[config.mk]
export PLATFORM = sky130hd
export DESIGN_NAME = dtst_emit_flat
export DESIGN_NICKNAME = d
export VERILOG_FILES = /design/src/rtl/core/dtst_pkg.sv /design/src/rtl/core/dtst_rsp_if.sv /design/src/rtl/core/dtst_emit.sv /design/src/flat_wrapper.sv
export SDC_FILE = /design/constraint.sdc
export NUM_CORES = 1
export LEC_CHECK = 0
export ABC_AREA = 1
export ABC_CLOCK_PERIOD_IN_PS = 8800
export BUFFER_PORTS_ARGS = -buffer_cell sky130_fd_sc_hd__clkbuf_2
export CORE_UTILIZATION = 50
export DETAILED_ROUTE_END_ITERATION = 6
export PLACE_DENSITY = 0.7
export SKIP_CTS_REPAIR_TIMING = 1
export SYNTH_ARGS = -nofsm -noshare
export SYNTH_HDL_FRONTEND = slang
export SYNTH_SLANG_ARGS = --single-unit
[constraint.sdc]
create_clock -name clock -period 8.8 [get_ports clock]
set_input_delay 0.88 -clock clock [delete_from_list [all_inputs] [get_ports clock]]
set_output_delay 0.88 -clock clock [all_outputs]
set_load 0.1 [all_outputs]
[src/rtl/core/dtst_pkg.sv]
// Package of the dirty tile span tracker: frame geometry, widths, codes and types.
// No dependencies.
`timescale 1ns / 1ps

package dtst_pkg;

   localparam int TILE_ROWS     = 8;
   localparam int TILES_PER_ROW = 16;
   localparam int TILE_BYTES    = 8;

   localparam int ROW_BYTES   = TILES_PER_ROW * TILE_BYTES;
   localparam int FRAME_BYTES = TILE_ROWS * ROW_BYTES;

   localparam int ADDR_W = $clog2(FRAME_BYTES);
   localparam int ROW_W  = (TILE_ROWS > 1) ? $clog2(TILE_ROWS) : 1;
   localparam int TILE_W = $clog2(TILES_PER_ROW);
   localparam int TB_W   = (TILE_BYTES > 1) ? $clog2(TILE_BYTES) : 1;
   localparam int SPAN_W = TILE_W + 1;
   localparam int SUM_W  = $clog2(TILE_ROWS * TILES_PER_ROW + 1);

   localparam int BYTE_W      = 8;
   localparam int KIND_W      = 2;
   localparam int ROW_FIELD_W = 3;
   localparam int FIRST_W     = 4;
   localparam int COUNT_W     = 5;
   localparam int THRESH_W    = 8;
   localparam int CMP_W       = (SUM_W > THRESH_W) ? SUM_W : THRESH_W;

   localparam logic [THRESH_W-1:0] THRESH_RESET = 8'd80;
   localparam logic [SPAN_W-1:0]   NO_TILE      = SPAN_W'(TILES_PER_ROW);

   typedef enum logic [KIND_W-1:0] {
      KIND_SPAN = 2'd0,
      KIND_FULL = 2'd1,
      KIND_NONE = 2'd2
   } update_kind_type;

   typedef enum logic [1:0] {
      EMIT_IDLE,
      EMIT_SUM,
      EMIT_OUT
   } emit_state_type;

   typedef struct packed {
      logic [SPAN_W-1:0] first;
      logic [TILE_W-1:0] last;
   } row_span_type;

   function automatic logic [SPAN_W-1:0] span_of(row_span_type s);
      return {1'b0, s.last} - s.first + SPAN_W'(1);
   endfunction

endpackage

[src/rtl/core/dtst_rsp_if.sv]
// Response channel of the tile span tracker: one update result per transfer.
// Depends on dtst_pkg.
`timescale 1ns / 1ps

interface dtst_rsp_if;
   import dtst_pkg::*;

   logic                   valid;
   logic                   ready;
   logic [KIND_W-1:0]      update_kind;
   logic [ROW_FIELD_W-1:0] tile_row;
   logic [FIRST_W-1:0]     first_tile;
   logic [COUNT_W-1:0]     tile_count;
   logic                   final_result;

   modport source (output valid, output update_kind, output tile_row, output first_tile,
                   output tile_count, output final_result, input ready);
   modport sink   (input valid, input update_kind, input tile_row, input first_tile,
                   input tile_count, input final_result, output ready);
endinterface

[src/rtl/core/dtst_emit.sv]
// Output stage of the tile span tracker: frame snapshot, span total against the
// threshold register, and the result walk. Depends on dtst_pkg and dtst_rsp_if.
`timescale 1ns / 1ps

module dtst_emit (
   input  logic                                          clock,
   input  logic                                          reset,
   input  logic                                          csr_wr_en,
   input  logic [dtst_pkg::THRESH_W-1:0]                 csr_wr_data,
   input  logic                                          frame_done,
   input  dtst_pkg::row_span_type [dtst_pkg::TILE_ROWS-1:0] rows_upd,
   output logic                                          busy,
   dtst_rsp_if.source                                    rsp
);
   import dtst_pkg::*;

   emit_state_type state_ff, state_in;

   logic [THRESH_W-1:0]          thresh_ff;
   row_span_type [TILE_ROWS-1:0] snap_ff;
   logic [TILE_ROWS-1:0]         mask_ff;
   logic                         full_ff;

   logic                   rsp_valid_ff, rsp_valid_in;
   logic [KIND_W-1:0]      kind_ff;
   logic [ROW_FIELD_W-1:0] row_ff;
   logic [FIRST_W-1:0]     first_ff;
   logic [COUNT_W-1:0]     count_ff;
   logic                   final_ff;

   logic [SUM_W-1:0]     total;
   logic [TILE_ROWS-1:0] present;
   logic                 over;
   logic [ROW_W-1:0]     pick_idx;
   logic [TILE_ROWS-1:0] pick_oh;
   logic                 last_pick;
   logic                 load, snap_en, sum_en, emit_en;

   always_comb begin
      total   = '0;
      present = '0;
      for (int r = 0; r < TILE_ROWS; r++) begin
         if (snap_ff[r].first != NO_TILE) begin
            present[r] = 1'b1;
            total      = total + SUM_W'(span_of(snap_ff[r]));
         end
      end
   end

   assign over = CMP_W'(total) > CMP_W'(thresh_ff);

   always_comb begin
      pick_idx = '0;
      pick_oh  = '0;
      for (int r = TILE_ROWS - 1; r >= 0; r--) begin
         if (mask_ff[r]) begin
            pick_idx    = ROW_W'(r);
            pick_oh     = '0;
            pick_oh[r]  = 1'b1;
         end
      end
   end

   assign last_pick = full_ff || ((mask_ff & ~pick_oh) == '0);
   assign load      = !rsp_valid_ff || rsp.ready;

   always_comb begin
      state_in = state_ff;
      unique case (state_ff)
         EMIT_IDLE: begin
            if (frame_done) state_in = EMIT_SUM;
         end
         EMIT_SUM: begin
            state_in = EMIT_OUT;
         end
         EMIT_OUT: begin
            if (load && last_pick) state_in = EMIT_IDLE;
         end
         default: begin
            state_in = EMIT_IDLE;
         end
      endcase
   end

   always_comb begin
      busy    = 1'b1;
      snap_en = 1'b0;
      sum_en  = 1'b0;
      emit_en = 1'b0;
      unique case (state_ff)
         EMIT_IDLE: begin
            busy    = 1'b0;
            snap_en = frame_done;
         end
         EMIT_SUM: begin
            sum_en = 1'b1;
         end
         EMIT_OUT: begin
            emit_en = load;
         end
         default: begin
            busy = 1'b0;
         end
      endcase
   end

   assign rsp_valid_in = emit_en || (rsp_valid_ff && !rsp.ready);

   always_ff @(posedge clock) begin
      if (reset) begin
         state_ff     <= EMIT_IDLE;
         thresh_ff    <= THRESH_RESET;
         rsp_valid_ff <= 1'b0;
      end else begin
         state_ff     <= state_in;
         rsp_valid_ff <= rsp_valid_in;
         if (csr_wr_en) begin
            thresh_ff <= csr_wr_data;
         end
      end
   end

   always_ff @(posedge clock) begin
      if (snap_en) begin
         snap_ff <= rows_upd;
      end
      if (sum_en) begin
         full_ff <= over;
         mask_ff <= present;
      end else if (emit_en) begin
         mask_ff <= mask_ff & ~pick_oh;
      end
   end

   always_ff @(posedge clock) begin
      if (emit_en) begin
         priority if (full_ff) begin
            kind_ff  <= KIND_FULL;
            row_ff   <= '0;
            first_ff <= '0;
            count_ff <= '0;
            final_ff <= 1'b1;
         end else if (mask_ff == '0) begin
            kind_ff  <= KIND_NONE;
            row_ff   <= '0;
            first_ff <= '0;
            count_ff <= '0;
            final_ff <= 1'b1;
         end else begin
            kind_ff  <= KIND_SPAN;
            row_ff   <= ROW_FIELD_W'(pick_idx);
            first_ff <= FIRST_W'(snap_ff[pick_idx].first);
            count_ff <= COUNT_W'(span_of(snap_ff[pick_idx]));
            final_ff <= last_pick;
         end
      end
   end

   assign rsp.valid        = rsp_valid_ff;
   assign rsp.update_kind  = kind_ff;
   assign rsp.tile_row     = row_ff;
   assign rsp.first_tile   = first_ff;
   assign rsp.tile_count   = count_ff;
   assign rsp.final_result = final_ff;

endmodule

[src/flat_wrapper.sv]
// flat-port wrapper written by rule: the top's interface ports become plain ports
module dtst_emit_flat import dtst_pkg::*;
  (clock, reset, csr_wr_en, csr_wr_data, frame_done, rows_upd, busy, rsp_valid, rsp_update_kind, rsp_tile_row, rsp_first_tile, rsp_tile_count, rsp_final_result, rsp_ready);
  dtst_rsp_if rsp_i ();
  input  logic clock;
  input  logic reset;
  input  logic csr_wr_en;
  input  logic [dtst_pkg::THRESH_W-1:0] csr_wr_data;
  input  logic frame_done;
  input  dtst_pkg::row_span_type [dtst_pkg::TILE_ROWS-1:0] rows_upd;
  output logic busy;
  output wire logic [$bits(rsp_i.valid)-1:0] rsp_valid;
  output wire logic [$bits(rsp_i.update_kind)-1:0] rsp_update_kind;
  output wire logic [$bits(rsp_i.tile_row)-1:0] rsp_tile_row;
  output wire logic [$bits(rsp_i.first_tile)-1:0] rsp_first_tile;
  output wire logic [$bits(rsp_i.tile_count)-1:0] rsp_tile_count;
  output wire logic [$bits(rsp_i.final_result)-1:0] rsp_final_result;
  input wire logic [$bits(rsp_i.ready)-1:0] rsp_ready;
  assign rsp_valid = rsp_i.valid;
  assign rsp_update_kind = rsp_i.update_kind;
  assign rsp_tile_row = rsp_i.tile_row;
  assign rsp_first_tile = rsp_i.first_tile;
  assign rsp_tile_count = rsp_i.tile_count;
  assign rsp_final_result = rsp_i.final_result;
  assign rsp_i.ready = rsp_ready;
  dtst_emit u_core (.clock(clock), .reset(reset), .csr_wr_en(csr_wr_en), .csr_wr_data(csr_wr_data), .frame_done(frame_done), .rows_upd(rows_upd), .busy(busy), .rsp(rsp_i));
endmodule
; Yosys cells after proc, flatten, opt, wreduce, memory -nomap -nowiden
; Index checks and enable logic that the tools add are counted.
[classes]
n_addsub = 25
n_lt_le_gt_ge = 2
eq_ne = 12
mux = 44
n_bitwise = 2
reduce_logical = 14
[ops]
columns = operator, count
row1 = 2-to-1 mux 8 bit, 17
row2 = adder 8 x 5 -> 8 bit, 6
row3 = "adder 5 x 1 -> 5 bit, second input constant", 9
row4 = subtractor 4 x 5 -> 5 bit, 9
row5 = "!= test 5 bit, second input constant", 8
row6 = binary-select mux 9 bit (select 3 bit), 1
row7 = 2-to-1 mux 3 bit, 8
row8 = logical NOT 8 bit, 2
row9 = 2-to-1 mux 1 bit, 12
row10 = 2-to-1 mux 9 bit, 1
row11 = AND 8 bit, 1
row12 = > comparator 8 bit, 1
row13 = inverter 8 bit, 1
row14 = adder 5 x 5 -> 6 bit, 1
row15 = 2-to-1 mux 2 bit, 3
row16 = case mux 2 bit (3 select lines), 1
row17 = 2-to-1 mux 5 bit, 1
row18 = "less-than comparator 3 x 4 -> 1 bit, second input constant", 1
row19 = OR reduction 2 bit, 2
row20 = logical OR 1 bit, 3
row21 = "== test 2 x 1 -> 1 bit, second input constant", 1
row22 = "== test 2 bit, second input constant", 1
row23 = logical AND 1 bit, 2
row24 = logical NOT 1 bit, 2
row25 = other kinds (5), 5
[totals]
ff_bits = 107
inputBits = 85
out_inout_bits = 17
word_cells = 125

; Depth between registers and ports, before layout
; Gate-level depths: netlist of run 1.
[logic_depth]
depth_word = 18
mapped_depth = 54
ltp_nobuf = 54

; Worst setup path before layout of run 1
; No wires, ideal clock.
[synth_path]
path_type = reg2reg
from = register u_core.snap_ff[5] (netlist name)
to = register u_core.full_ff, data pin
setup_time_ps = 263
t_arrival_ps = 7318
required_ps = 8537
setup_slack_ps = 1219
path_stages_with_launch = 52
period_less_slack_ps = 7581
path_cell_list = edfxtp_1 -> ha_1 -> inv_1 -> ha_1 -> fa_1 -> xor2_1 -> nand2_1 -> inv_1 -> ha_1 -> a21oi_1 -> nand2_1 -> xnor2_1 -> inv_1 -> o21ai_0 -> inv_1 -> ha_1 -> or2_2 -> nand3_1 -> [... 16 more ...] -> nor2_1 -> inv_1 -> nand3_1 -> nand2_1 -> ha_1 -> o21ai_0 -> nand2_1 -> nand2_1 -> nor2_2 -> nand2_2 -> nor2_1 -> nor2_1 -> ha_1 -> nand2_1 -> nor2_1 -> nand3_1 -> nor2_1 -> a21oi_1
[synth_via]
elab_chain_len = 18
elab_cells_between_ends = 19
classes_between = add/sub: 9 / order compare: 1 / eq/ne: 1 / mux: 8
[synth_lines]
columns = item, line
row1 = start: declaration, dtst_emit.sv:20  ; row_span_type [TILE_ROWS-1:0] snap_ff;
row2 = start signal: assignment, dtst_emit.sv:125  ; snap_ff <= rows_upd;
row3 = subtractor 4 x 5 -> 5 bit, dtst_pkg.sv:50  ; return {1'b0, s.last} - s.first + SPAN_W'(1);
row4 = adder 5 x 1 -> 5 bit, dtst_pkg.sv:50
row5 = 2-to-1 mux 5 bit (*), dtst_emit.sv:43  ; if (snap_ff[r].first != NO_TILE) begin
row6 = adder 5 x 5 -> 6 bit, dtst_emit.sv:45  ; total = total + SUM_W'(span_of(snap_ff[r]));
row7 = 2-to-1 mux 8 bit (*), dtst_emit.sv:43
row8 = adder 8 x 5 -> 8 bit, dtst_emit.sv:45
row9 = 2-to-1 mux 8 bit (*), dtst_emit.sv:43
row10 = adder 8 x 5 -> 8 bit, dtst_emit.sv:45
row11 = [... 3 more ...], --
row12 = adder 8 x 5 -> 8 bit, dtst_emit.sv:45
row13 = 2-to-1 mux 8 bit (*), dtst_emit.sv:43
row14 = adder 8 x 5 -> 8 bit, dtst_emit.sv:45
row15 = 2-to-1 mux 8 bit (*), dtst_emit.sv:43
row16 = adder 8 x 5 -> 8 bit, dtst_emit.sv:45
row17 = 2-to-1 mux 8 bit (*), dtst_emit.sv:43
row18 = > comparator 8 bit (*), dtst_emit.sv:50  ; assign over = CMP_W'(total) > CMP_W'(thresh_ff);
row19 = named net u_core.over, dtst_emit.sv:33  ; logic over;
row20 = end signal: assignment, dtst_emit.sv:128  ; full_ff <= over;
row21 = end: declaration, dtst_emit.sv:22  ; logic full_ff;
; Mark *: on every way through the listed nets, which the timed path passes. The rest lies on a longest branch.
; A chain may end at the register's enable or synchronous reset.

; Worst setup path after layout of run 1
; Same ends and word-level chain as after synthesis.

==> impl_metrics.toml, run 1 <==
[status]
status = "finished clean"

[clock_tree]
cts_tree = "yes"
worstSkewPairLatency_ns = 0.36
clock_sinks = 107
path_clk_slew_ns = 0.07
cts.htree.levels = 3
numCtsBuffers = 9
cts_buffer_depth = 2
cts-root-buf = "clkbuf_16"

[critical_path]
cp_num_buf_inv = 8
cp_top_family = "adder cells"
critPathKind = "reg2reg"
arrival_ns = 8.19
cp-start-kind = "flop"
cp.required_ns = 8.90
cpPeakStageDelay_ns = 0.49
crit_path_end_kind = "flop"
cp_max_fo = 5
critPathSlowestCell = "fa_1"

[finish]
utilization_pct = 58.7
antenna_cells = 0
n_fill_cell = 1422
finalInstanceArea_mm2 = 0.00936
layout-drive-gt1-share_pct = 17.2
layout_common_cells = "nand2_1 (156), inv_1 (140), ha_1 (107)"
area_growth_pct = 14.0
final_common_cell = "nand2_1"
layout.nets = 1247
fin_cells = 1257

[logic_synthesis]
synth_fp_nets = 1142
yosysWarnings = 0
synthCells = 931
ys_ff_latch = 107
synth-seq-area-share_pct = 37.8
synthArstFlopShare_pct = 0
netlist_area_mm2 = 0.00821
avgSynthCellArea_um2 = 8.82
ys_types = 45
synth_ff_type = "edfxtp_1"
synth_edf_count = 96

[grt]
grt_use_total_pct = 23.0
grt-ovfl-total = 0
grt_pass1_vias = 6159
grt_max_degree = 73
grt_antenna_before_repair = 0
grt_pass1_wl_um = 29700

[die]
die_h_um = 130
dieArea_mm2 = 0.0169
initial_core_util_pct = 51.5
pin_count = 102
rows = 46
core_area_mm2 = 0.0159
die_w_um = 130

[timing]
timing.fmax_mhz = 124
maxSlewHeadroom_pct = 24.0
worstMarginPinSlew_ns = 1.14
finalCriticalPeriod_ns = 8.09
finalMaxSlewViolations = 0
finalClockSkew_ns = 0.00860
hold_viol_final = 0
finalCritPeriodShare_pct = 91.9
tns_ns = 0
setup_viol = 0

[drt]
drc = 0
drt_iter0_drc = 382
drt_first_pass_iters = 5
via_per_inst = 5.15
wirelength_um = 18400
routedWlPerCell_um = 14.7
vias = 6477
antenna_left = 0

[place]
dpl.cell_count = 1239
gp_congestion = 0.906
io_buffer_count = 101
dpl-instance-area_mm2 = 0.00898
dp_hpwl_um = 14600

[min_path]
hold_class = "reg2reg"

[job]
maxCapViolations = 0
## synthesized netlist by cell type (all sizes together) (4+ instances only)
cell | number | area share (%)
inv | 144 | 6.6
nand3 | 64 | 4.4
nand4 | 6 | 0.61
nor3 | 8 | 0.69
a31oi | 4 | 0.30
nor2 | 61 | 3.0
o21ai | 81 | 5.0
a21oi | 70 | 4.3
xnor2 | 18 | 1.9
nand2 | 179 | 9.3
ha | 110 | 17
buf | 4 | 0.24
dfxtp | 11 | 2.7
fa | 16 | 3.9
xor2 | 23 | 2.5
clkbuf | 12 | 0.55
edfxtp | 96 | 35
## metal layers
layer | share of wire, % | vias up | GRT usage (%)
met5 | 0 | - | 0
met4 | 1.6 | 0 | 6.84
met3 | 5.2 | 16 | 3.94
met2 | 45 | 169 | 36.4
met1 | 48 | 2943 | 32.3
li1 | - | 3349 | -
## sequential cells by signal, indices dropped and copies added (netlist names)
name and count:
u_core.snap_ff 72, u_core.thresh_ff 8, u_core.rsp.valid 1, u_core.mask_ff 8, u_core.state_ff 2, u_core.rsp.tile_row 3, u_core.rsp.final_result 1, u_core.rsp.first_tile 4
u_core.full_ff 1, u_core.rsp.tile_count 5, u_core.rsp.update_kind 2
## stage by stage
| stage | hold WS [ns] | setup WS [ns] |
|---|---|---|
| 2_1_floorplan | 0.435 | 1.22 |
| 3_3_place_gp | 0.458 | 0.831 |
| 3_5_place_dp | 0.458 | 0.596 |
| 4_1_cts | 0.470 | 0.507 |
| 5_1_grt | 0.492 | -0.00351 |
| 6_report | 0.466 | 0.713 |
## cells by family (layout without fill, tap and decap cells)
group	count (synthesis)	in the layout	share of synthesized area, %
simple gates	330	330	19.0
xor+xnor	41	41	4.37
compound gates	166	166	10.7
flops	107	107	37.8
buf+inv	161	271	7.47
fa+ha+maj	126	126	20.7
## cell type report
| class | instances | area [um2] | area share [%] |
|---|---|---|---|
| Multi-Input combinational cell | 663 | 4540 | 48.5 |
| Inverter | 145 | 548 | 5.86 |
| Clock buffer | 10 | 229 | 2.45 |
| Timing Repair Buffer | 110 | 573 | 6.12 |
| Tap cell | 216 | 270 | 2.89 |
| Clock inverter | 6 | 96.3 | 1.03 |
| Sequential cell | 107 | 3100 | 33.2 |
## worst paths after layout
path | startpoint | end | slack (ns) | depth (start not counted)
max | u_core.snap_ff[5] | u_core.full_ff | 0.71 | 50
min | u_core.thresh_ff[5] | u_core.thresh_ff[5] | 0.47 | 2
max reg2reg | u_core.snap_ff[5] | u_core.full_ff | 0.71 | 50
min reg2reg | u_core.thresh_ff[5] | u_core.thresh_ff[5] | 0.47 | 2
## worst register-to-register path, delay by kind of cell, from the launching register on
family,cells,cell delay (ns)
fa+ha+maj,11,3.39
xor+xnor,2,0.30
flops,1,0.39
buf+inv,8,0.57
simple gates,21,2.23
compound gates,8,0.94
Power of run 1 is left out: the tool's default activity adds up to more than one toggle a clock period on the data nets, which glitch-free logic cannot reach.
==> run 2, diff against run 1 <==
--- a/config.mk
+++ b/config.mk
@@ -8,6 +8,7 @@
 export ABC_AREA = 1
 export ABC_CLOCK_PERIOD_IN_PS = 8800
 export BUFFER_PORTS_ARGS = -buffer_cell sky130_fd_sc_hd__clkbuf_2
+export CORE_ASPECT_RATIO = 1.75
 export CORE_UTILIZATION = 50
 export DETAILED_ROUTE_END_ITERATION = 6
 export PLACE_DENSITY = 0.7
==> run 2 against run 1 <==
Setup slack worse by 0.054 ns. Sequential cell count stayed put. Clock skew is 0.00053 ns lower. Critical endpoint unchanged. Largest cell class unchanged.
==> impl_metrics.toml, run 2 (synthesis results as in run 1) <==
[die]
die_w_um = 98.9
dieArea_mm2 = 0.0170
pin_count = 102
initial_core_util_pct = 51.5
rows = 61
die_h_um = 172
core_area_mm2 = 0.0160

[timing]
finalMaxSlewViolations = 0
finalClockSkew_ns = 0.00807
timing.fmax_mhz = 123
setup_viol = 0
maxSlewHeadroom_pct = 20.9
tns_ns = 0
finalCritPeriodShare_pct = 92.5
hold_viol_final = 0
rsz0062_at_grt = "no"
finalCriticalPeriod_ns = 8.14
worstMarginPinSlew_ns = 1.17

[drt]
via_per_inst = 5.37
drt_first_pass_iters = 5
drt_iter0_drc = 233
wirelength_um = 19300
routedWlPerCell_um = 15.7
drc = 0
antenna_left = 0
vias = 6600

[finish]
layout-drive-gt1-share_pct = 17.4
area_growth_pct = 13.5
n_fill_cell = 1394
largest_register = "u_core.snap_ff"
top_regs = "u_core.snap_ff: 72 flops, u_core.mask_ff: 8 flops, u_core.thresh_ff: 8 flops"
layout.nets = 1246
final_common_cell = "nand2_1"
antenna_cells = 0
largest_register_ff_count = 72
layout_common_cells = "nand2_1 (155), inv_1 (140), ha_1 (105)"

[critical_path]
critPathSlowestCell = "fa_1"
cp-start-kind = "flop"
critPathKind = "reg2reg"
crit_path_end_kind = "flop"
crit_top_cell = "nand2_1"
cpPeakStageDelay_ns = 0.54
cp_max_fo = 4
arrival_ns = 8.24
r2r_slack_ns = 0.66
cp.required_ns = 8.90

[grt]
grt_pass1_vias = 6682
grt_antenna_before_repair = 0
grt_max_degree = 73
grt_use_total_pct = 24.0
grt_pass1_wl_um = 30700
grt-ovfl-total = 0

[min_path]
hold_class = "reg2reg"

[status]
status = "finished clean"

[place]
dp_hpwl_um = 15500
gp_congestion = 0.922
io_buffer_count = 101

[clock_tree]
worstSkewPairLatency_ns = 0.36
cts.htree.levels = 3
cts-root-buf = "clkbuf_16"
cts_buffer_depth = 2
numCtsBuffers = 9
path_clk_slew_ns = 0.07
cts_tree = "yes"
clock_sinks = 107

[job]
maxCapViolations = 0
run 2: cell count changes in the layout (fill, tap and decap cells not counted), moves of 2 or more:
cell     before  now
o21ai_0      69   66
o21ai_1      10   13
ha_1        107  105
ha_4          2    4
run 2: path summary, 6_finish.rpt:
check / start / endpoint / cells past startpoint
worst max-delay path: u_core.snap_ff[1] / u_core.full_ff / 42
worst min-delay path: u_core.thresh_ff[1] / u_core.thresh_ff[1] / 2
worst max register to register: u_core.snap_ff[1] / u_core.full_ff / 42
worst min register to register: u_core.thresh_ff[1] / u_core.thresh_ff[1] / 2
run 2: cell type report:
type / instances / area, um2 / area share (%)
well taps: 189 / 236 / 2.54
clock inverters: 6 / 72.6 / 0.779
clock buffers: 9 / 225 / 2.42
flip-flops and latches: 107 / 3100 / 33.3
repair buffers: 109 / 566 / 6.07
inverters: 145 / 548 / 5.88
multi-input cells: 663 / 4570 / 49.0
run 2: worst max-delay path, delay by kind of cell (launching register included):
family | cells | cell delay, ns
AND/OR/NAND/NOR | 14 | 1.42
XOR/XNOR | 2 | 0.32
flip-flops | 1 | 0.37
AO/OA/AOI/OAI | 9 | 1.45
adder cells (fa/ha/maj) | 10 | 3.86
buffers and inverters | 7 | 0.47
run 2: per-layer routing:
metal | global-route usage [%] | part of all wire [%] | vias to the layer above
met1 | 22.5 | 35 | 3038
li1 | - | - | 3342
met2 | 46.9 | 54 | 157
met5 | 0 | 0 | -
met3 | 3.17 | 3.6 | 63
met4 | 17.0 | 6.6 | 0
run 2: metrics by stage:
stage / setup WS (ns) / std cells / util [%] / instance area, um2 / hold slack, ns
after global routing: 0.0515 / 1228 / 58.4 / 9320 / 0.484
after CTS: 0.484 / 1227 / 57.9 / 9240 / 0.466
after detailed placement: 0.556 / 1212 / 56.1 / 8940 / 0.454
after global placement: 0.674 / 1212 / 56.1 / 8940 / 0.449
final: 0.659 / 1228 / 58.4 / 9320 / 0.461
after floorplan: 1.22 / 931 / - / 8210 / 0.435
Power of run 2 is left out for the same reason.
